`config.mk`:
```
export PLATFORM = sky130hd
export DESIGN_NAME = timer16_period_compare_regs_flat
export DESIGN_NICKNAME = d
export VERILOG_FILES = /design/src/rtl/tm16_pkg.sv /design/src/rtl/tm16_if.sv /design/src/rtl/tm16_presc.sv /design/src/rtl/tm16_core.sv /design/src/rtl/timer16_period_compare_regs.sv /design/src/flat_wrapper.sv
export SDC_FILE = /design/constraint.sdc
export NUM_CORES = 1
export LEC_CHECK = 0
export ABC_AREA = 1
export CAP_MARGIN = 25
export CORE_MARGIN = 2
export CORE_UTILIZATION = 50
export CTS_BUF_LIST = sky130_fd_sc_hd__clkbuf_4
export DETAILED_ROUTE_END_ITERATION = 12
export DONT_BUFFER_PORTS = 1
export HOLD_SLACK_MARGIN = 0.15
export PLACE_DENSITY_LB_ADDON = 0.2
export SETUP_SLACK_MARGIN = 0.1
export SLEW_MARGIN = 20
export SYNTH_ARGS = -nofsm -noshare
export SYNTH_HDL_FRONTEND = slang
export SYNTH_SLANG_ARGS = --single-unit
export TNS_END_PERCENT = 30
```
`constraint.sdc`:
```
create_clock -name clock -period 3 [get_ports clock]
set_input_delay 0.75 -clock clock [delete_from_list [all_inputs] [get_ports clock]]
set_output_delay 0.75 -clock clock [all_outputs]
set_load 0.03 [all_outputs]
```
`src/rtl/tm16_pkg.sv`:
```
// Shared types, register offsets and helpers for the 16-bit period/compare timer.
// No dependencies; every other file in rtl/ uses this package.
`timescale 1ns / 1ps

package tm16_pkg;

   localparam int CMD_W       = 2;
   localparam int OFS_W       = 6;
   localparam int BYTE_W      = 8;
   localparam int TMR_W       = 16;
   localparam int PRESC_W     = 10;   // prescaler wraps at 1024
   localparam int MAX_CH      = 3;
   localparam int FLAG_W      = 4;    // bit0 overflow, bit1+n compare n
   localparam int GRP_W       = 5;    // offset without its byte-select bit

   localparam int COMPARE_CHANNELS_DEF = 3;

   // command codes
   localparam logic [CMD_W-1:0] CMD_TICK  = 2'd0;
   localparam logic [CMD_W-1:0] CMD_READ  = 2'd1;
   localparam logic [CMD_W-1:0] CMD_WRITE = 2'd2;

   // byte registers
   localparam logic [OFS_W-1:0] OFS_CTRLA    = 6'h00;
   localparam logic [OFS_W-1:0] OFS_CTRLB    = 6'h01;
   localparam logic [OFS_W-1:0] OFS_CTRLFCLR = 6'h06;
   localparam logic [OFS_W-1:0] OFS_CTRLFSET = 6'h07;
   localparam logic [OFS_W-1:0] OFS_INTCTRL  = 6'h0A;
   localparam logic [OFS_W-1:0] OFS_INTFLAGS = 6'h0B;
   localparam logic [OFS_W-1:0] OFS_TEMP     = 6'h0F;

   // 16-bit register groups (offset >> 1)
   localparam logic [GRP_W-1:0] GRP_CNT    = 5'h10;
   localparam logic [GRP_W-1:0] GRP_PER    = 5'h13;
   localparam logic [GRP_W-1:0] GRP_CMP0   = 5'h14;
   localparam logic [GRP_W-1:0] GRP_PERBUF = 5'h1B;
   localparam logic [GRP_W-1:0] GRP_CMPBUF0 = 5'h1C;

   // one accepted word, as seen by the register block
   typedef struct packed {
      logic              valid;
      logic [CMD_W-1:0]  cmd;
      logic [OFS_W-1:0]  ofs;
      logic [BYTE_W-1:0] wdata;
   } op_type;

   // prescaler mask per clock select: divisor minus one
   function automatic logic [PRESC_W-1:0] presc_mask(input logic [2:0] sel);
      logic [PRESC_W-1:0] m;
      unique case (sel)
         3'd0:    m = 10'd0;
         3'd1:    m = 10'd1;
         3'd2:    m = 10'd3;
         3'd3:    m = 10'd7;
         3'd4:    m = 10'd15;
         3'd5:    m = 10'd63;
         3'd6:    m = 10'd255;
         default: m = 10'd1023;
      endcase
      return m;
   endfunction

   // internal flag order to INTCTRL/INTFLAGS image and back
   function automatic logic [BYTE_W-1:0] to_image(input logic [FLAG_W-1:0] v);
      return {1'b0, v[3:1], 3'b000, v[0]};
   endfunction

   function automatic logic [FLAG_W-1:0] from_image(input logic [BYTE_W-1:0] v);
      return {v[6:4], v[0]};
   endfunction

endpackage

```
`src/rtl/tm16_if.sv`:
```
// Valid/ready channel interfaces for request and response words.
// Depends on tm16_pkg.
`timescale 1ns / 1ps

interface tm16_req_if;
   logic                           valid;
   logic                           ready;
   logic [tm16_pkg::CMD_W-1:0]     cmd;
   logic [tm16_pkg::OFS_W-1:0]     reg_offset;
   logic [tm16_pkg::BYTE_W-1:0]    wdata;

   modport source (output valid, cmd, reg_offset, wdata, input ready);
   modport sink   (input valid, cmd, reg_offset, wdata, output ready);
endinterface

interface tm16_rsp_if;
   logic                           valid;
   logic                           ready;
   logic [tm16_pkg::BYTE_W-1:0]    rdata;
   logic                           irq_overflow;
   logic                           irq_compare0;
   logic                           irq_compare1;
   logic                           irq_compare2;

   modport source (output valid, rdata, irq_overflow, irq_compare0, irq_compare1,
                   irq_compare2, input ready);
   modport sink   (input valid, rdata, irq_overflow, irq_compare0, irq_compare1,
                   irq_compare2, output ready);
endinterface

```
`src/rtl/tm16_presc.sv`:
```
// Clock prescaler advanced by executed tick words; emits a count increment on the selected division.
// Depends on tm16_pkg.
`timescale 1ns / 1ps

module tm16_presc (
   input  logic       clock,
   input  logic       reset,
   input  logic       tick_evt,
   input  logic [3:0] ctrla,
   output logic       count_inc
);
   import tm16_pkg::*;

   logic [PRESC_W-1:0] presc_ff, presc_in;
   logic [PRESC_W-1:0] presc_nxt;

   assign presc_nxt = presc_ff + 10'd1;

   always_comb begin
      presc_in  = presc_ff;
      count_inc = 1'b0;
      if (tick_evt) begin
         if (!ctrla[0]) begin
            presc_in = '0;            // disabled: held at zero
         end else begin
            presc_in  = presc_nxt;
            count_inc = ((presc_nxt & presc_mask(ctrla[3:1])) == '0);
         end
      end
   end

   always_ff @(posedge clock) begin
      if (reset) begin
         presc_ff <= '0;
      end else begin
         presc_ff <= presc_in;
      end
   end

endmodule

```
`src/rtl/tm16_core.sv`:
```
// Timer register file: counter, period/compare with buffers, TEMP, flags.
// Depends on tm16_pkg; driven one word a cycle by the top level while its response side does not stall.
`timescale 1ns / 1ps

module tm16_core #(
   parameter int COMPARE_CHANNELS = tm16_pkg::COMPARE_CHANNELS_DEF
) (
   input  logic                          clock,
   input  logic                          reset,
   input  tm16_pkg::op_type              op,
   input  logic                          count_inc,
   output logic [3:0]                    ctrla,
   output logic [tm16_pkg::BYTE_W-1:0]   rdata,
   output logic [tm16_pkg::FLAG_W-1:0]   irq
);
   import tm16_pkg::*;

   logic [TMR_W-1:0]  cnt_ff,  cnt_in;
   logic [TMR_W-1:0]  per_ff,  per_in;
   logic [TMR_W-1:0]  pbuf_ff, pbuf_in;
   logic [TMR_W-1:0]  cmp_ff  [COMPARE_CHANNELS];
   logic [TMR_W-1:0]  cmp_in  [COMPARE_CHANNELS];
   logic [TMR_W-1:0]  cbuf_ff [COMPARE_CHANNELS];
   logic [TMR_W-1:0]  cbuf_in [COMPARE_CHANNELS];
   logic [BYTE_W-1:0] temp_ff, temp_in;
   logic [3:0]        ctrla_ff, ctrla_in;
   logic [2:0]        wave_ff, wave_in;
   logic [FLAG_W-1:0] bvalid_ff, bvalid_in;
   logic [FLAG_W-1:0] ien_ff, ien_in;
   logic [FLAG_W-1:0] iflag_ff, iflag_in;

   logic [GRP_W-1:0]  grp;
   logic              wide_hit;
   logic [TMR_W-1:0]  wide_val;
   logic [TMR_W-1:0]  cnt_nxt;
   logic [TMR_W-1:0]  wide_wr;
   logic              do_tick, do_read, do_write;

   assign grp      = op.ofs[OFS_W-1:1];
   assign cnt_nxt  = cnt_ff + 16'd1;
   assign wide_wr  = {op.wdata, temp_ff};
   assign do_tick  = op.valid && (op.cmd == CMD_TICK) && count_inc;
   assign do_read  = op.valid && (op.cmd == CMD_READ);
   assign do_write = op.valid && (op.cmd == CMD_WRITE);

   // 16-bit register decode; channels beyond the configured count never hit
   always_comb begin
      wide_hit = 1'b0;
      wide_val = '0;
      if (grp == GRP_CNT) begin
         wide_hit = 1'b1;
         wide_val = cnt_ff;
      end
      if (grp == GRP_PER) begin
         wide_hit = 1'b1;
         wide_val = per_ff;
      end
      if (grp == GRP_PERBUF) begin
         wide_hit = 1'b1;
         wide_val = pbuf_ff;
      end
      for (int ch = 0; ch < COMPARE_CHANNELS; ch++) begin
         if (grp == GRP_W'(GRP_CMP0 + ch)) begin
            wide_hit = 1'b1;
            wide_val = cmp_ff[ch];
         end
         if (grp == GRP_W'(GRP_CMPBUF0 + ch)) begin
            wide_hit = 1'b1;
            wide_val = cbuf_ff[ch];
         end
      end
   end

   always_comb begin
      cnt_in    = cnt_ff;
      per_in    = per_ff;
      pbuf_in   = pbuf_ff;
      cmp_in    = cmp_ff;
      cbuf_in   = cbuf_ff;
      temp_in   = temp_ff;
      ctrla_in  = ctrla_ff;
      wave_in   = wave_ff;
      bvalid_in = bvalid_ff;
      ien_in    = ien_ff;
      iflag_in  = iflag_ff;
      rdata     = '0;

      if (do_tick) begin
         cnt_in = cnt_nxt;
         for (int ch = 0; ch < COMPARE_CHANNELS; ch++) begin
            if (cnt_nxt == cmp_ff[ch]) iflag_in[ch+1] = 1'b1;
         end
         if (cnt_nxt == per_ff) begin
            // period match: restart, load valid buffers
            cnt_in      = '0;
            iflag_in[0] = 1'b1;
            if (bvalid_ff[0]) per_in = pbuf_ff;
            for (int ch = 0; ch < COMPARE_CHANNELS; ch++) begin
               if (bvalid_ff[ch+1]) cmp_in[ch] = cbuf_ff[ch];
            end
            bvalid_in = '0;
         end
      end

      if (do_read) begin
         unique case (op.ofs)
            OFS_CTRLA:    rdata = {4'b0000, ctrla_ff};
            OFS_CTRLB:    rdata = {5'b00000, wave_ff};
            OFS_CTRLFCLR: rdata = {4'b0000, bvalid_ff};
            OFS_CTRLFSET: rdata = {4'b0000, bvalid_ff};
            OFS_INTCTRL:  rdata = to_image(ien_ff);
            OFS_INTFLAGS: rdata = to_image(iflag_ff);
            OFS_TEMP:     rdata = temp_ff;
            default: begin
               if (wide_hit) begin
                  if (op.ofs[0]) begin
                     rdata = temp_ff;
                  end else begin
                     rdata   = wide_val[BYTE_W-1:0];
                     temp_in = wide_val[TMR_W-1:BYTE_W];
                  end
               end
            end
         endcase
      end

      if (do_write) begin
         unique case (op.ofs)
            OFS_CTRLA:    ctrla_in  = op.wdata[3:0];
            OFS_CTRLB:    wave_in   = op.wdata[2:0];
            OFS_CTRLFCLR: bvalid_in = bvalid_ff & ~op.wdata[FLAG_W-1:0];
            OFS_CTRLFSET: bvalid_in = bvalid_ff | op.wdata[FLAG_W-1:0];
            OFS_INTCTRL:  ien_in    = from_image(op.wdata);
            OFS_INTFLAGS: iflag_in  = iflag_ff & ~from_image(op.wdata);
            OFS_TEMP:     temp_in   = op.wdata;
            default: begin
               if (wide_hit) begin
                  if (!op.ofs[0]) begin
                     temp_in = op.wdata;     // low byte parks in TEMP
                  end else begin
                     if (grp == GRP_CNT) cnt_in = wide_wr;
                     if (grp == GRP_PER) per_in = wide_wr;
                     if (grp == GRP_PERBUF) begin
                        pbuf_in      = wide_wr;
                        bvalid_in[0] = 1'b1;
                     end
                     for (int ch = 0; ch < COMPARE_CHANNELS; ch++) begin
                        if (grp == GRP_W'(GRP_CMP0 + ch)) cmp_in[ch] = wide_wr;
                        if (grp == GRP_W'(GRP_CMPBUF0 + ch)) begin
                           cbuf_in[ch]     = wide_wr;
                           bvalid_in[ch+1] = 1'b1;
                        end
                     end
                  end
               end
            end
         endcase
      end
   end

   assign irq   = iflag_in & ien_in;
   assign ctrla = ctrla_ff;

   always_ff @(posedge clock) begin
      if (reset) begin
         cnt_ff    <= '0;
         per_ff    <= '1;
         pbuf_ff   <= '1;
         for (int ch = 0; ch < COMPARE_CHANNELS; ch++) begin
            cmp_ff[ch]  <= '0;
            cbuf_ff[ch] <= '0;
         end
         temp_ff   <= '0;
         ctrla_ff  <= '0;
         wave_ff   <= '0;
         bvalid_ff <= '0;
         ien_ff    <= '0;
         iflag_ff  <= '0;
      end else begin
         cnt_ff    <= cnt_in;
         per_ff    <= per_in;
         pbuf_ff   <= pbuf_in;
         cmp_ff    <= cmp_in;
         cbuf_ff   <= cbuf_in;
         temp_ff   <= temp_in;
         ctrla_ff  <= ctrla_in;
         wave_ff   <= wave_in;
         bvalid_ff <= bvalid_in;
         ien_ff    <= ien_in;
         iflag_ff  <= iflag_in;
      end
   end

endmodule

```
`src/rtl/timer16_period_compare_regs.sv`:
```
// 16-bit timer with period and buffered compare channels, bytewise bus access.
// A request passes the input word register, then the response register, and
// executes as it moves from one to the other. The block takes one word per
// cycle while the response side does not stall.
// Reset (synchronous): counter and compares 0, period and period buffer
// 0xFFFF, timer disabled, all flags/enables/valid bits clear, pipe empty.
`timescale 1ns / 1ps

module timer16_period_compare_regs #(
   parameter int COMPARE_CHANNELS = tm16_pkg::COMPARE_CHANNELS_DEF
) (
   input  logic      clock,
   input  logic      reset,
   tm16_req_if.sink  req_ch,
   tm16_rsp_if.source rsp_ch
);
   import tm16_pkg::*;

   // input word register: holds one word while the response side stalls
   logic               in_valid_ff, in_valid_in;
   logic [CMD_W-1:0]   in_cmd_ff;
   logic [OFS_W-1:0]   in_ofs_ff;
   logic [BYTE_W-1:0]  in_wdata_ff;

   // response register
   logic               rsp_valid_ff, rsp_valid_in;
   logic [BYTE_W-1:0]  rsp_rdata_ff;
   logic [FLAG_W-1:0]  rsp_irq_ff;

   logic               req_take;   // word accepted on the request side
   logic               advance;    // word in the input register is executed
   op_type             op;
   logic               count_inc;
   logic [3:0]         ctrla;
   logic [BYTE_W-1:0]  rdata;
   logic [FLAG_W-1:0]  irq;

   // a word executes (and updates the timer state) when it moves to the
   // response register; state changes and the response are thus in word order
   assign advance  = in_valid_ff && (!rsp_valid_ff || rsp_ch.ready);
   assign req_ch.ready = !in_valid_ff || advance;
   assign req_take = req_ch.valid && req_ch.ready;

   assign in_valid_in  = req_take || (in_valid_ff && !advance);
   assign rsp_valid_in = advance || (rsp_valid_ff && !rsp_ch.ready);

   assign op.valid = advance;
   assign op.cmd   = in_cmd_ff;
   assign op.ofs   = in_ofs_ff;
   assign op.wdata = in_wdata_ff;

   // prescaler only sees executed clock-tick words
   tm16_presc u_presc (
      .clock     (clock),
      .reset     (reset),
      .tick_evt  (advance && (in_cmd_ff == CMD_TICK)),
      .ctrla     (ctrla),
      .count_inc (count_inc)
   );

   tm16_core #(
      .COMPARE_CHANNELS (COMPARE_CHANNELS)
   ) u_core (
      .clock     (clock),
      .reset     (reset),
      .op        (op),
      .count_inc (count_inc),
      .ctrla     (ctrla),
      .rdata     (rdata),
      .irq       (irq)
   );

   // control state
   always_ff @(posedge clock) begin
      if (reset) begin
         in_valid_ff  <= 1'b0;
         rsp_valid_ff <= 1'b0;
      end else begin
         in_valid_ff  <= in_valid_in;
         rsp_valid_ff <= rsp_valid_in;
      end
   end

   // payload: no reset needed
   always_ff @(posedge clock) begin
      if (req_take) begin
         in_cmd_ff   <= req_ch.cmd;
         in_ofs_ff   <= req_ch.reg_offset;
         in_wdata_ff <= req_ch.wdata;
      end
      if (advance) begin
         rsp_rdata_ff <= rdata;
         rsp_irq_ff   <= irq;
      end
   end

   assign rsp_ch.valid        = rsp_valid_ff;
   assign rsp_ch.rdata        = rsp_rdata_ff;
   assign rsp_ch.irq_overflow = rsp_irq_ff[0];
   assign rsp_ch.irq_compare0 = rsp_irq_ff[1];
   assign rsp_ch.irq_compare1 = rsp_irq_ff[2];
   assign rsp_ch.irq_compare2 = rsp_irq_ff[3];

   // a stalled input word is never overwritten
   a_no_overrun: assert property (@(posedge clock) disable iff (reset)
      !(req_take && in_valid_ff && !advance))
      else $error("request taken over a held word");

   // an executed word always lands in the response register
   a_advance_rsp: assert property (@(posedge clock) disable iff (reset)
      advance |=> rsp_valid_ff)
      else $error("executed word lost");

   // a held word stays until it executes
   a_hold_word: assert property (@(posedge clock) disable iff (reset)
      (in_valid_ff && !advance) |=> in_valid_ff)
      else $error("held word dropped");

   // pipe comes out of reset empty
   a_reset_empty: assert property (@(posedge clock)
      $past(reset) |-> (!in_valid_ff && !rsp_valid_ff))
      else $error("pipe not empty after reset");

endmodule

```
`src/flat_wrapper.sv`:
```
// flat-port wrapper written by rule: the top's interface ports become plain ports
module timer16_period_compare_regs_flat import tm16_pkg::*;
#(
   parameter int COMPARE_CHANNELS = tm16_pkg::COMPARE_CHANNELS_DEF
)
  (clock, reset, req_ch_valid, req_ch_cmd, req_ch_reg_offset, req_ch_wdata, req_ch_ready, rsp_ch_valid, rsp_ch_rdata, rsp_ch_irq_overflow, rsp_ch_irq_compare0, rsp_ch_irq_compare1, rsp_ch_irq_compare2, rsp_ch_ready);
  tm16_req_if req_ch_i ();
  tm16_rsp_if rsp_ch_i ();
  input  logic clock;
  input  logic reset;
  input wire logic [$bits(req_ch_i.valid)-1:0] req_ch_valid;
  input wire logic [$bits(req_ch_i.cmd)-1:0] req_ch_cmd;
  input wire logic [$bits(req_ch_i.reg_offset)-1:0] req_ch_reg_offset;
  input wire logic [$bits(req_ch_i.wdata)-1:0] req_ch_wdata;
  output wire logic [$bits(req_ch_i.ready)-1:0] req_ch_ready;
  output wire logic [$bits(rsp_ch_i.valid)-1:0] rsp_ch_valid;
  output wire logic [$bits(rsp_ch_i.rdata)-1:0] rsp_ch_rdata;
  output wire logic [$bits(rsp_ch_i.irq_overflow)-1:0] rsp_ch_irq_overflow;
  output wire logic [$bits(rsp_ch_i.irq_compare0)-1:0] rsp_ch_irq_compare0;
  output wire logic [$bits(rsp_ch_i.irq_compare1)-1:0] rsp_ch_irq_compare1;
  output wire logic [$bits(rsp_ch_i.irq_compare2)-1:0] rsp_ch_irq_compare2;
  input wire logic [$bits(rsp_ch_i.ready)-1:0] rsp_ch_ready;
  assign req_ch_i.valid = req_ch_valid;
  assign req_ch_i.cmd = req_ch_cmd;
  assign req_ch_i.reg_offset = req_ch_reg_offset;
  assign req_ch_i.wdata = req_ch_wdata;
  assign req_ch_ready = req_ch_i.ready;
  assign rsp_ch_valid = rsp_ch_i.valid;
  assign rsp_ch_rdata = rsp_ch_i.rdata;
  assign rsp_ch_irq_overflow = rsp_ch_i.irq_overflow;
  assign rsp_ch_irq_compare0 = rsp_ch_i.irq_compare0;
  assign rsp_ch_irq_compare1 = rsp_ch_i.irq_compare1;
  assign rsp_ch_irq_compare2 = rsp_ch_i.irq_compare2;
  assign rsp_ch_i.ready = rsp_ch_ready;
  timer16_period_compare_regs #(.COMPARE_CHANNELS(COMPARE_CHANNELS)) u_core (.clock(clock), .reset(reset), .req_ch(req_ch_i), .rsp_ch(rsp_ch_i));
endmodule
```
After elaboration in Yosys (flattened, before gate mapping)
Cells that the tools add are included.

Add/sub/neg operators: 2. Equality and inequality tests: 27. Mux-type cells: 81. Bitwise logic cells: 8. Reduce and logical (&&, ||, !) cells: 30.

Operators with widths (count): 2-to-1 mux 16 bit (30); 2-to-1 mux 48 bit (6); 2-to-1 mux 8 bit (9); one-hot mux 10 bit (7 select lines) (1); equality test 16 bit (4); one-hot mux 8 bit (6 select lines) (1); equality test 5 bit (second input constant) (9); 2-to-1 mux 4 bit (10); 2-to-1 mux 10 bit (3); AND reduction 5 bit (4); 2-to-1 mux 1 bit (19); equality test 6 x 4 -> 1 bit (second input constant) (3); adder 16 x 1 -> 16 bit (second input constant) (1); one-hot mux 8 bit (2 select lines) (1); bitwise AND 4 bit (3); equality test 6 x 3 -> 1 bit (second input constant) (2); one-hot mux 4 bit (3 select lines) (1); adder 10 x 1 -> 10 bit (second input constant) (1); bitwise AND 10 bit (1); logical NOT 10 bit (1); equality test 3 bit (second input constant) (3); logical AND 1 bit (8); inverter 4 bit (2); OR reduction 7 bit (1); other kinds (16) (24).

Register bits after elaboration: 211. Output and inout port bits: 14. Logic and storage cells: 171.

Depth between registers and ports, before layout
Gate-level depths: netlist (run 1).

Depth after elaboration: 18. Depth in mapped cells: 19. Depth with buffers taken out: 18.

By module
From an unflattened synthesis (run 1), not the netlist that was laid out.

Cells, all modules: 1923. Area total of the unflattened synthesis: 12749.7 µm².

Modules (own cells, without submodules): tm16_core (instances 1, cells each 1770, area an instance 11126.9 µm², sequential area each 3423.3 µm²); timer16_period_compare_regs (instances 1, cells each 43, area an instance 944.7 µm², sequential area each 880.8 µm²); tm16_presc (instances 1, cells each 110, area an instance 678.2 µm², sequential area each 200.2 µm²).

Worst setup path after synthesis (run 1)
OpenSTA, ideal clock, no wires.

Path type: input -> register. From: in rsp_ch_ready. To: reg u_core.u_core.cmp_ff[39] (netlist bit). Data arrival time: 3.064 ns. Data required time: 2.891 ns. Slack: -0.173 ns. Stages: 16. Buffers on the path: 1. Cells stage by stage: inv_2 > a21oi_2 > nand3_1 > nor2_2 > inv_2 > nor2_1 > nand2_1 > nor2_1 > nand2_1 > nor3_4 > nand2_1 > buf_2 > nand2_1 > nand3_1 > nand2_1 > inv_1.

Cells in the longest elaborated chain, start to end: 11. Elaborated cells on any way between the ends: 12. Those cells by class: mux (7); reduce/logical (5).

Ends and longest elaborated chain: from (decl) (RTL line flat_wrapper.sv:22) `input wire logic [$bits(rsp_ch_i.ready)-1:0] rsp_ch_ready;`; logical OR 1 bit (*) (RTL line timer16_period_compare_regs.sv:40) `assign advance = in_valid_ff && (!rsp_valid_ff || rsp_ch.ready);`; logical AND 1 bit (*) (RTL line timer16_period_compare_regs.sv:40); named net u_core.advance (RTL line timer16_period_compare_regs.sv:31) `logic advance;`; logical AND 1 bit (RTL line tm16_core.sv:42, timer16_period_compare_regs.sv:56); 2-to-1 mux 1 bit (RTL line tm16_presc.sv:22) `if (tick_evt) begin`; logical AND 1 bit (RTL line tm16_core.sv:42) `assign do_tick = op.valid && (op.cmd == CMD_TICK) && count_inc;`; 2-to-1 mux 48 bit (RTL line tm16_core.sv:88) `if (do_tick) begin`; 2-to-1 mux 16 bit (RTL line tm16_core.sv:148) `if (grp == GRP_W'(GRP_CMP0 + ch)) cmp_in[ch] = wide_wr;`; 2-to-1 mux 48 bit (RTL line tm16_core.sv:138) `if (!op.ofs[0]) begin`; 2-to-1 mux 48 bit (RTL line tm16_core.sv:137) `if (wide_hit) begin`; 2-to-1 mux 48 bit (RTL line tm16_core.sv:128) `unique case (op.ofs)`; 2-to-1 mux 48 bit (*) (RTL line tm16_core.sv:127) `if (do_write) begin`; to (signal assigned) (RTL line tm16_core.sv:183) `cmp_ff <= cmp_in;`; to (decl) (RTL line tm16_core.sv:21) `logic [TMR_W-1:0] cmp_ff [COMPARE_CHANNELS];`.

The timed path passes the listed nets; every way through them passes the cells marked *. A chain may end at the register's enable or synchronous reset.

Worst setup path in the final report (run 1)
From: reg u_core.u_core.cnt_ff[1]. To: reg u_core.rsp_irq_ff[2] (data pin).

Cells in the longest elaborated chain, start to end: 7.

Ends and longest elaborated chain: from (decl) (RTL line tm16_core.sv:18) `logic [TMR_W-1:0] cnt_ff, cnt_in;`; from (signal assigned) (RTL line tm16_core.sv:180) `cnt_ff <= cnt_in;`; adder 16 x 1 -> 16 bit (*) (RTL line tm16_core.sv:40) `assign cnt_nxt = cnt_ff + 16'd1;`; equality test 16 bit (*) (RTL line tm16_core.sv:91) `if (cnt_nxt == cmp_ff[ch]) iflag_in[ch+1] = 1'b1;`; 2-to-1 mux 1 bit (*) (RTL line tm16_core.sv:91); 2-to-1 mux 4 bit (*) (RTL line tm16_core.sv:88); 2-to-1 mux 4 bit (RTL line tm16_core.sv:128); 2-to-1 mux 4 bit (*) (RTL line tm16_core.sv:127); bitwise AND 4 bit (*) (RTL line tm16_core.sv:161) `assign irq = iflag_in & ien_in;`; named net u_core.irq[2] (RTL line timer16_period_compare_regs.sv:36) `logic [FLAG_W-1:0] irq;`; to (signal assigned) (RTL line timer16_period_compare_regs.sv:93) `rsp_irq_ff <= irq;`; to (decl) (RTL line timer16_period_compare_regs.sv:28) `logic [FLAG_W-1:0] rsp_irq_ff;`.

Marked as above.

==> results of run 1 <==
-- area by class of cell --
type	count	area share
inverter	287	0.0776
sequential	211	0.324
clock buffer	81	0.0437
multi-input combinational	1249	0.445
clock inverter	30	0.00917
tap	319	0.0287
antenna	2	0.000359
timing repair buffer	114	0.0721
-- worst paths after layout --
kind                                 start                       end  slack [ns]  depth (start not counted)
setup / recovery   u_core.u_core.cnt_ff[1]      u_core.rsp_irq_ff[2]        0.21                         15
hold / removal                req_ch_valid        u_core.in_valid_ff        0.19                          2
setup reg to reg   u_core.u_core.cnt_ff[1]      u_core.rsp_irq_ff[2]        0.21                         15
hold reg to reg   u_core.u_core.pbuf_ff[1]  u_core.u_core.pbuf_ff[1]        0.47                          2
-- what timing repair did --
| item | in CTS | in global routing |
|---|---|---|
| pin swaps | 0 | 2 |
| endpoints found under the hold margin | 83 | 0 |
| gates resized for setup | 2 | 29 |
| endpoints found under the setup margin | 31 | 87 |
| cloned | 0 | 1 |
| hold buffers | 17 | 0 |
-- flip-flops by register name (all words and copies together), names as in the netlist, 6 cells and up --
name and count:
u_core.in_ofs_ff 6, u_core.in_wdata_ff 8, u_core.rsp_ch.rdata 8, u_core.u_core.cbuf_ff 48, u_core.u_core.cmp_ff 48, u_core.u_core.cnt_ff 16
u_core.u_core.pbuf_ff 16, u_core.u_core.per_ff 16, u_core.u_core.temp_ff 8, u_core.u_presc.presc_ff 10
-- cells in the mapped netlist, drive strengths merged (13+ instances only) --
library cell and n:
edfxtp 28, nand2 456, inv 284, clkbuf 67
o211ai 26, o22ai 16, a211oi 30, dfxtp 183
a31oi 16, nand4 50, nor3 13, a21oi 125
xor2 28, o21ai 153, buf 23, nand3 166
nor2 122
-- power by group --
part	internal [uW]	switching, uW	total (uW)
clock	1260	1340	2600
combinational	86.0	215	301
sequential	2890	46.3	2930
-- through the flow --
step           hold WS (ns)  setup slack (ns)
5_1_grt               0.154            0.0972
4_1_cts               0.155             0.106
3_3_place_gp          0.458            0.0265
6_report              0.191             0.206
3_5_place_dp          0.465            0.0458
2_1_floorplan         0.438             0.113
-- per-layer routing --
metal  global-route usage  vias to the layer above
li1                     -                     6233
met1                0.495                     6033
met2                0.527                      762
met3               0.0867                      138
met4                0.160                        2
met5                    0                        -
-- cell families (layout without fill, tap and decap cells) --
group,count (synthesis),after routing
DFF,211,211
and+or+nand+nor,822,822
adders and majority gates,2,2
xor gates and xnor gates,36,36
muxes,1,1
buffers and inverters,377,512
other,0,2
AOI/OAI and AO/OA,388,388
-- worst max-delay path, delay by kind of cell (launching register included) --
| family | cells | cell delay [ns] |
|---|---|---|
| AO/OA/AOI/OAI | 2 | 0.38 |
| buffers and inverters | 2 | 0.23 |
| flip-flops | 1 | 0.37 |
| AND/OR/NAND/NOR | 11 | 1.62 |
==> results.yml, run 1 <==
clocking:
  cts_max_path_buffers: 3
  h-tree-depth: 2
  tritoncts.num_buffers: 60
  clock-sinks: 211
  clkSlewWorstSetupHoldPaths_ns: 0.06
  root_buffer: "clkbuf_4"
  cts_tree: "built"
  clk_latency_ns: 0.73
  cts_setup_buffers: 0
placement:
  post-place-cells: 2162
  dpl-instance-area_um2: 12900
  io_buffers: 0
  dpl.hpwl_um: 33200
  gp_congestion: 1.02
global_route:
  antenna_found_initial: 2
  grt_pass1_vias: 12000
  overflow: 0
  grt_max_degree: 68
  track_usage: 0.357
  grt_pass1_wl_um: 70100
die:
  fp.dieArea_um2: 25300
  io_pins: 34
  core_area_um2: 23500
  die_y_um: 159
  dieWidth_um: 159
  std_cell_rows: 56
  start_util: 0.511
setup_path:
  crit_required_ns: 3.54
  path_cells: "buf_4 -> nand2_1 -> nor2_4 -> nand2_1 -> nand2_1 -> inv_1 -> nand2_1 -> nand2_1 -> nor2_1 -> nand4_1 -> nor2_1 -> nand3_1 -> o21ai_0 -> nand2_1 -> a21oi_1"
  worst_setup_path_end_kind: "flip-flop"
  worstPathMaxFanout: 6
  slowest_stage: "dfxtp_2"
  max_stage_delay_ns: 0.37
  cpMostUsedCell: "nand2_1"
  critical_path_class: "reg -> reg"
  critPathLaunchType: "flip-flop"
  cp_data_arrival_time_ns: 3.33
timing:
  rsz0062_at_grt: "false"
  fin_setup_tns_ns: 0
  min_period_ns: 2.79
  setup_viol_count_final: 0
  max_freq_mhz: 358
  slew-limit-headroom: 0.420
  tightest_slew_ns: 0.869
  drv_slew: 0
  hold_violations: 0
  finalCritPeriodShare: 0.931
  finalClockSkew_ns: 0.0605
drt:
  wire_per_inst_um: 20.3
  drc_errors: 0
  met2WireLength_um: 19600
  firstDrtPassIters: 6
  first_iter_violations: 1499
  routed_wl_um: 46400
  met3WireLength_um: 5190
  num_vias: 13200
  viasPerCell: 5.74
  ant_nets: 0
  wl_met1_um: 19400
  maxUsedRoutingLayer: "met5"
yosys:
  yosys.area_share.simple: 0.294
  synth_top_area_cell: "dfxtp_1"
  synth_xor_area_frac: 0.0262
  ys.flop_type: "dfxtp_1"
  synth.avg_cell_area_um2: 6.54
  ys_seq_area_frac: 0.375
  synthTopCellsByArea: "dfxtp_1 (30%), nand2_1 (14%), inv_1 (8.7%)"
  syn_inst: 1837
  synth_edf_count: 28
  netlist_area_um2: 12000
  synthMuxAreaShare: 0.000937
  ys_types: 39
  synth_top_family_by_area: "simple AND/OR/NAND/NOR gates"
  yosys_warnings: 0
  post-synth-top-area-fraction: 0.305
  ys_async_sr_fraction: 0
  synth-adder-area-share: 0.00208
  synth_compound_area_frac: 0.183
  synth_seq_cells: 211
  syn_nets: 1859
pwr:
  p_leak_uw: 0.00622
  powerDensity_nw_per_um2: 419
  ir_drop_uv: 439
  power_uw: 5840
layout:
  instances_no_fill: 2293
  multi_input_area_um2: 6190
  layout.filler_cells: 2311
  final_common_cell: "nand2_1"
  nNetsFinal: 1945
  fin_area_um2: 13900
  ff_latch_area_um2: 4510
  final_util: 0.591
  layout-drive-gt1-share: 0.121
  syn2layout_area_growth_pct: 15.8
  layout_common_cells: "nand2_1 (446), inv_1 (277), dfxtp_1 (179)"
hold_path:
  min_path_type: "in -> reg"
job:
  cap_violations: 0
outcome:
  outcome: "finished clean"
(Power assumes the default switching activity.)
==> inputs of run 2 (changes only) <==
--- a/config.mk
+++ b/config.mk
@@ -13,7 +13,7 @@
 export DETAILED_ROUTE_END_ITERATION = 12
 export DONT_BUFFER_PORTS = 1
 export HOLD_SLACK_MARGIN = 0.15
-export PLACE_DENSITY_LB_ADDON = 0.2
+export PLACE_DENSITY = 0.67
 export SETUP_SLACK_MARGIN = 0.1
 export SLEW_MARGIN = 20
 export SYNTH_ARGS = -nofsm -noshare
==> run 2 against run 1 <==
Count of clock-buffer cells in the layout grew 5. Largest cell class unchanged. Design area shrank 0.52%. Die area is the same. Critical path type unchanged.
==> results.yml, run 2 (same netlist as run 1, synthesis figures left out) <==
pwr:
  p_leak_uw: 0.00621
  power_uw: 5840
  powerDensity_nw_per_um2: 421
  ir_drop_uv: 468
hold_path:
  min_path_type: "in -> reg"
job:
  cap_violations: 0
clocking:
  cts_tree: "built"
  tritoncts.num_buffers: 59
  clk_latency_ns: 0.77
  clock-sinks: 211
  h-tree-depth: 2
  clkSlewWorstSetupHoldPaths_ns: 0.06
  cts_max_path_buffers: 3
  root_buffer: "clkbuf_4"
placement:
  dpl.hpwl_um: 33400
  gp_congestion: 1.02
  io_buffers: 0
  pre_cts_ws_ns: 0.0493
global_route:
  grt_pass1_wl_um: 69800
  track_usage: 0.356
  grt_max_degree: 68
  overflow: 0
  grt_pass1_vias: 12100
  antenna_found_initial: 2
drt:
  drc_errors: 0
  wire_per_inst_um: 20.2
  num_vias: 13000
  routed_wl_um: 46200
  first_iter_violations: 1783
  firstDrtPassIters: 6
  ant_nets: 0
  viasPerCell: 5.69
layout:
  layout-drive-gt1-share: 0.121
  layout_common_cells: "nand2_1 (449), inv_1 (277), dfxtp_1 (177)"
  syn2layout_area_growth_pct: 15.2
  nNetsFinal: 1946
  multi_input_area_um2: 6150
  top_regs: "u_core.u_core.cbuf_ff x48, u_core.u_core.cmp_ff x48"
  final_common_cell: "nand2_1"
  ff_latch_area_um2: 4510
  layout.filler_cells: 2360
die:
  dieWidth_um: 159
  io_pins: 34
  die_y_um: 159
  core_area_um2: 23500
  std_cell_rows: 56
  fp.dieArea_um2: 25300
  start_util: 0.511
timing:
  max_freq_mhz: 356
  setup_viol_count_final: 0
  setup_ws_ns: 0.195
  finalClockSkew_ns: 0.0811
  rsz0062_at_grt: "true"
  hold_violations: 0
  fin_setup_tns_ns: 0
  drv_slew: 0
  min_period_ns: 2.81
  finalCritPeriodShare: 0.935
  slew-limit-headroom: 0.378
  tightest_slew_ns: 0.932
setup_path:
  path_cells: "nand2_1 -> nor2_1 -> nand2_1 -> nor2_1 -> nand2_1 -> nand2_1 -> nand2_1 -> nand2_1 -> nand3_1 -> buf_4 -> nor3_4 -> buf_4 -> nand2_1 -> buf_12 -> nand2_1 -> nand3_1 -> nand2_1 -> inv_1"
  slowest_stage: "dfxtp_1"
  critical_path_class: "reg -> reg"
  cp_data_arrival_time_ns: 3.39
  worstPathMaxFanout: 16
  crit_family: "simple AND/OR/NAND/NOR gates"
  max_stage_delay_ns: 0.46
  critPathLaunchType: "flip-flop"
  crit_required_ns: 3.59
  cpMostUsedCell: "nand2_1"
  worst_setup_path_end_kind: "flip-flop"
  cp_num_buf_inv: 4
outcome:
  outcome: "finished clean"
==> run 2: cell types whose count changed in the layout (fill, tap and decap cells not counted), sizes merged <==
cell,previous run,this run
clkbuf,82,86
dlygate4sd3,16,17
buf,97,99
inv,284,287
clkinvlp,2,0
clkinv,31,16
==> run 2: worst paths after layout <==
| path | startpoint | depth (start not counted) | to | slack (ns) |
|---|---|---|---|---|
| worst max-delay path | u_core.u_core.cnt_ff[8] | 18 | u_core.u_core.cmp_ff[40] | 0.19 |
| worst max register to register | u_core.u_core.cnt_ff[8] | 18 | u_core.u_core.cmp_ff[40] | 0.19 |
| worst min-delay path | rsp_ch_ready | 3 | u_core.rsp_ch.valid | 0.22 |
| worst min register to register | u_core.u_core.cbuf_ff[31] | 2 | u_core.u_core.cbuf_ff[31] | 0.47 |
==> run 2: layout make-up <==
class	count	share of cell area
Tap cell	319	0.0288
Clock inverter	16	0.00524
Timing Repair Buffer	116	0.0716
Clock buffer	86	0.0466
Sequential cell	211	0.326
Multi-Input combinational cell	1249	0.444
Antenna cell	2	0.000361
Inverter	287	0.0778
==> run 2: per-stage QoR <==
| step | utilization | cell area [um^2] | instances | hold slack (ns) |
|---|---|---|---|---|
| floorplan | - | 12000 | 1837 | 0.438 |
| global placement | 0.546 | 12900 | 2162 | 0.450 |
| detailed placement | 0.546 | 12900 | 2162 | 0.456 |
| CTS | 0.585 | 13800 | 2282 | 0.205 |
| global route | 0.588 | 13800 | 2285 | 0.219 |
| finish | 0.588 | 13800 | 2286 | 0.224 |
==> run 2: report_power, final <==
part	total [uW]	switching, uW	internal [uW]
sequential	2930	45.9	2890
combinational	308	219	89.0
clock	2600	1290	1310
total	5840	1550	4290
==> run 2: metal layers <==
layer,vias to the layer above,track usage,part of all wire
met5,-,0,0
met2,753,0.547,0.44
li1,6227,-,-
met4,0,0.179,0.049
met1,5904,0.470,0.40
met3,134,0.0826,0.11
==> run 2: worst min-delay path: stages <==
cell	delay, ns
inv_2	0.03
nand2_1	0.06
a21oi_1	0.06
==> run 2: repair_timing <==
| action | 4_1_cts | 5_1_grt |
|---|---|---|
| gates resized for setup | 1 | 19 |
| setup endpoints to repair | 2 | 84 |
| hold buffers | 18 | 0 |
| endpoints found under the hold margin | 83 | 0 |
| pin swaps | 0 | 3 |
| setup buffers | 0 | 2 |
==> inputs of run 3 (changes only) <==
--- a/config.mk
+++ b/config.mk
@@ -13,6 +13,7 @@
 export DETAILED_ROUTE_END_ITERATION = 12
 export DONT_BUFFER_PORTS = 1
 export HOLD_SLACK_MARGIN = 0.15
+export MAX_ROUTING_LAYER = met4
 export PLACE_DENSITY = 0.67
 export SETUP_SLACK_MARGIN = 0.1
 export SLEW_MARGIN = 20
==> run 3 against run 2 <==
First-iteration DRC count is 24% lower. Total power increased by 2.0%. Clock power grew 5%. Fmax grew 0.20%. Via count rose by 0.12%. Combinational power about the same. Critical path type unchanged. Largest power group unchanged. Highest routed layer unchanged.
==> results.yml, run 3 (same netlist as run 1, synthesis figures left out) <==
outcome:
  outcome: "finished clean"
placement:
  dpl-instance-area_um2: 12800
  gp_congestion: 1.02
  post-place-cells: 2162
  io_buffers: 0
  dpl.hpwl_um: 33600
die:
  start_util: 0.511
  dieWidth_um: 159
  die_y_um: 159
  io_pins: 34
  fp.dieArea_um2: 25300
  core_area_um2: 23500
  std_cell_rows: 56
timing:
  slew-limit-headroom: 0.323
  max_freq_mhz: 357
  finalClockSkew_ns: 0.0521
  min_period_ns: 2.80
  rsz0062_at_grt: "true"
  fin_setup_tns_ns: 0
  drv_slew: 0
  setup_viol_count_final: 0
  finalCritPeriodShare: 0.933
  hold_violations: 0
  tightest_slew_ns: 1.01
layout:
  top_regs: "u_core.u_core.cbuf_ff x48, u_core.u_core.cmp_ff x48"
  syn2layout_area_growth_pct: 16.3
  layout-drive-gt1-share: 0.126
  instances_no_fill: 2293
  final_common_cell: "nand2_1"
  final_util: 0.594
  layout_common_cells: "nand2_1 (447), inv_1 (277), dfxtp_1 (182)"
  nNetsFinal: 1949
  fin_area_um2: 14000
setup_path:
  crit_required_ns: 3.58
  crit_family: "simple AND/OR/NAND/NOR gates"
  critical_path_class: "reg -> reg"
  slowest_stage: "dfxtp_1"
  startpoint: "u_core.u_core.cnt_ff[3]"
  r2r_start: "u_core.u_core.cnt_ff[3]"
  cp_num_buf_inv: 4
  critPathLaunchType: "flip-flop"
  max_stage_delay_ns: 0.41
  cp_data_arrival_time_ns: 3.38
  path_cells: "nand2_2 -> nor2_2 -> nand2_1 -> nand2_1 -> nand3_1 -> nand2_1 -> nand3_1 -> nor2_2 -> nand3_2 -> buf_6 -> nor3_4 -> buf_6 -> nand2_4 -> clkbuf_16 -> nand2_1 -> nand3_1 -> nand2_1 -> inv_1"
  worst_setup_path_end_kind: "flip-flop"
  worstPathMaxFanout: 8
  cpMostUsedCell: "nand2_1"
pwr:
  powerDensity_nw_per_um2: 426
  p_leak_uw: 0.00632
  ir_drop_uv: 420
drt:
  num_vias: 13000
  drc_errors: 0
  wire_per_inst_um: 20.4
  viasPerCell: 5.68
  routed_wl_um: 46700
  first_iter_violations: 1355
  ant_nets: 0
  firstDrtPassIters: 5
global_route:
  antenna_found_initial: 2
  overflow: 0
  grt_pass1_wl_um: 70700
  grt_max_degree: 68
  track_usage: 0.372
  grt_pass1_vias: 12000
clocking:
  cts_tree: "built"
  clk_latency_ns: 0.72
  clkSlewWorstSetupHoldPaths_ns: 0.07
  tritoncts.num_buffers: 59
  root_buffer: "clkbuf_4"
  clock-sinks: 211
  h-tree-depth: 2
  cts_max_path_buffers: 3
hold_path:
  min_from: "req_ch_valid"
  min_path_type: "in -> reg"
job:
  cap_violations: 0
-- run 3: changes by cell type in the layout (fill, tap and decap cells not counted), sizes merged --
cell	change
clkbuf	+11
inv	-3
clkinv	-4
buf	+2
clkinvlp	+2
dlygate4sd3	-1
-- run 3: through the flow --
stage / hold slack [ns] / setup slack [ns] / total power [uW]
CTS: 0.176 / 0.111 / 5980
global route: 0.208 / 0.0527 / 6160
finish: 0.229 / 0.200 / 5960
detailed placement: 0.457 / 0.0720 / 3250
global placement: 0.453 / 0.0835 / 3250
floorplan: 0.438 / 0.113 / 3150
-- run 3: power breakdown --
part           total, uW  switching, uW  leakage (uW)  internal, uW
logic                306            219       0.00412          86.6
registers           2930           45.1       0.00174          2890
clock network       2720           1290      0.000461          1430
total               5960           1550       0.00632          4400
-- run 3: worst paths after layout --
| path | end | slack (ns) | cells after the start |
|---|---|---|---|
| worst max-delay path | u_core.u_core.cmp_ff[38] | 0.20 | 18 |
| worst min-delay path | u_core.in_valid_ff | 0.23 | 2 |
| worst min register to register | u_core.u_core.cbuf_ff[21] | 0.48 | 2 |
| worst max register to register | u_core.u_core.cmp_ff[38] | 0.20 | 18 |
-- run 3: cell type report --
class	instances	area [um^2]
timing repair buffer	119	1060
clock inverter	11	57.6
sequential	211	4510
clock buffer	95	713
multi-input combinational	1249	6150
tap	319	399
inverter	287	1080
antenna	2	5.00
fill	2361	9570
-- run 3: repair_timing --
| action | 4_1_cts | 5_1_grt |
|---|---|---|
| buffers inserted | 0 | 4 |
| gates resized for setup | 2 | 25 |
| hold endpoints to repair | 83 | 0 |
| endpoints found under the setup margin | 15 | 86 |
| gates cloned | 0 | 2 |
| pin swaps | 0 | 6 |
| hold buffers | 17 | 0 |
-- run 3: layer usage --
metal	part of all wire	wire (um)	up-vias	global-route usage
met1	0.41	19100	5878	0.483
met5	0	0	-	-
met3	0.10	4860	148	0.0805
met4	0.059	2780	0	0.193
met2	0.43	20000	759	0.544
li1	-	-	6249	-
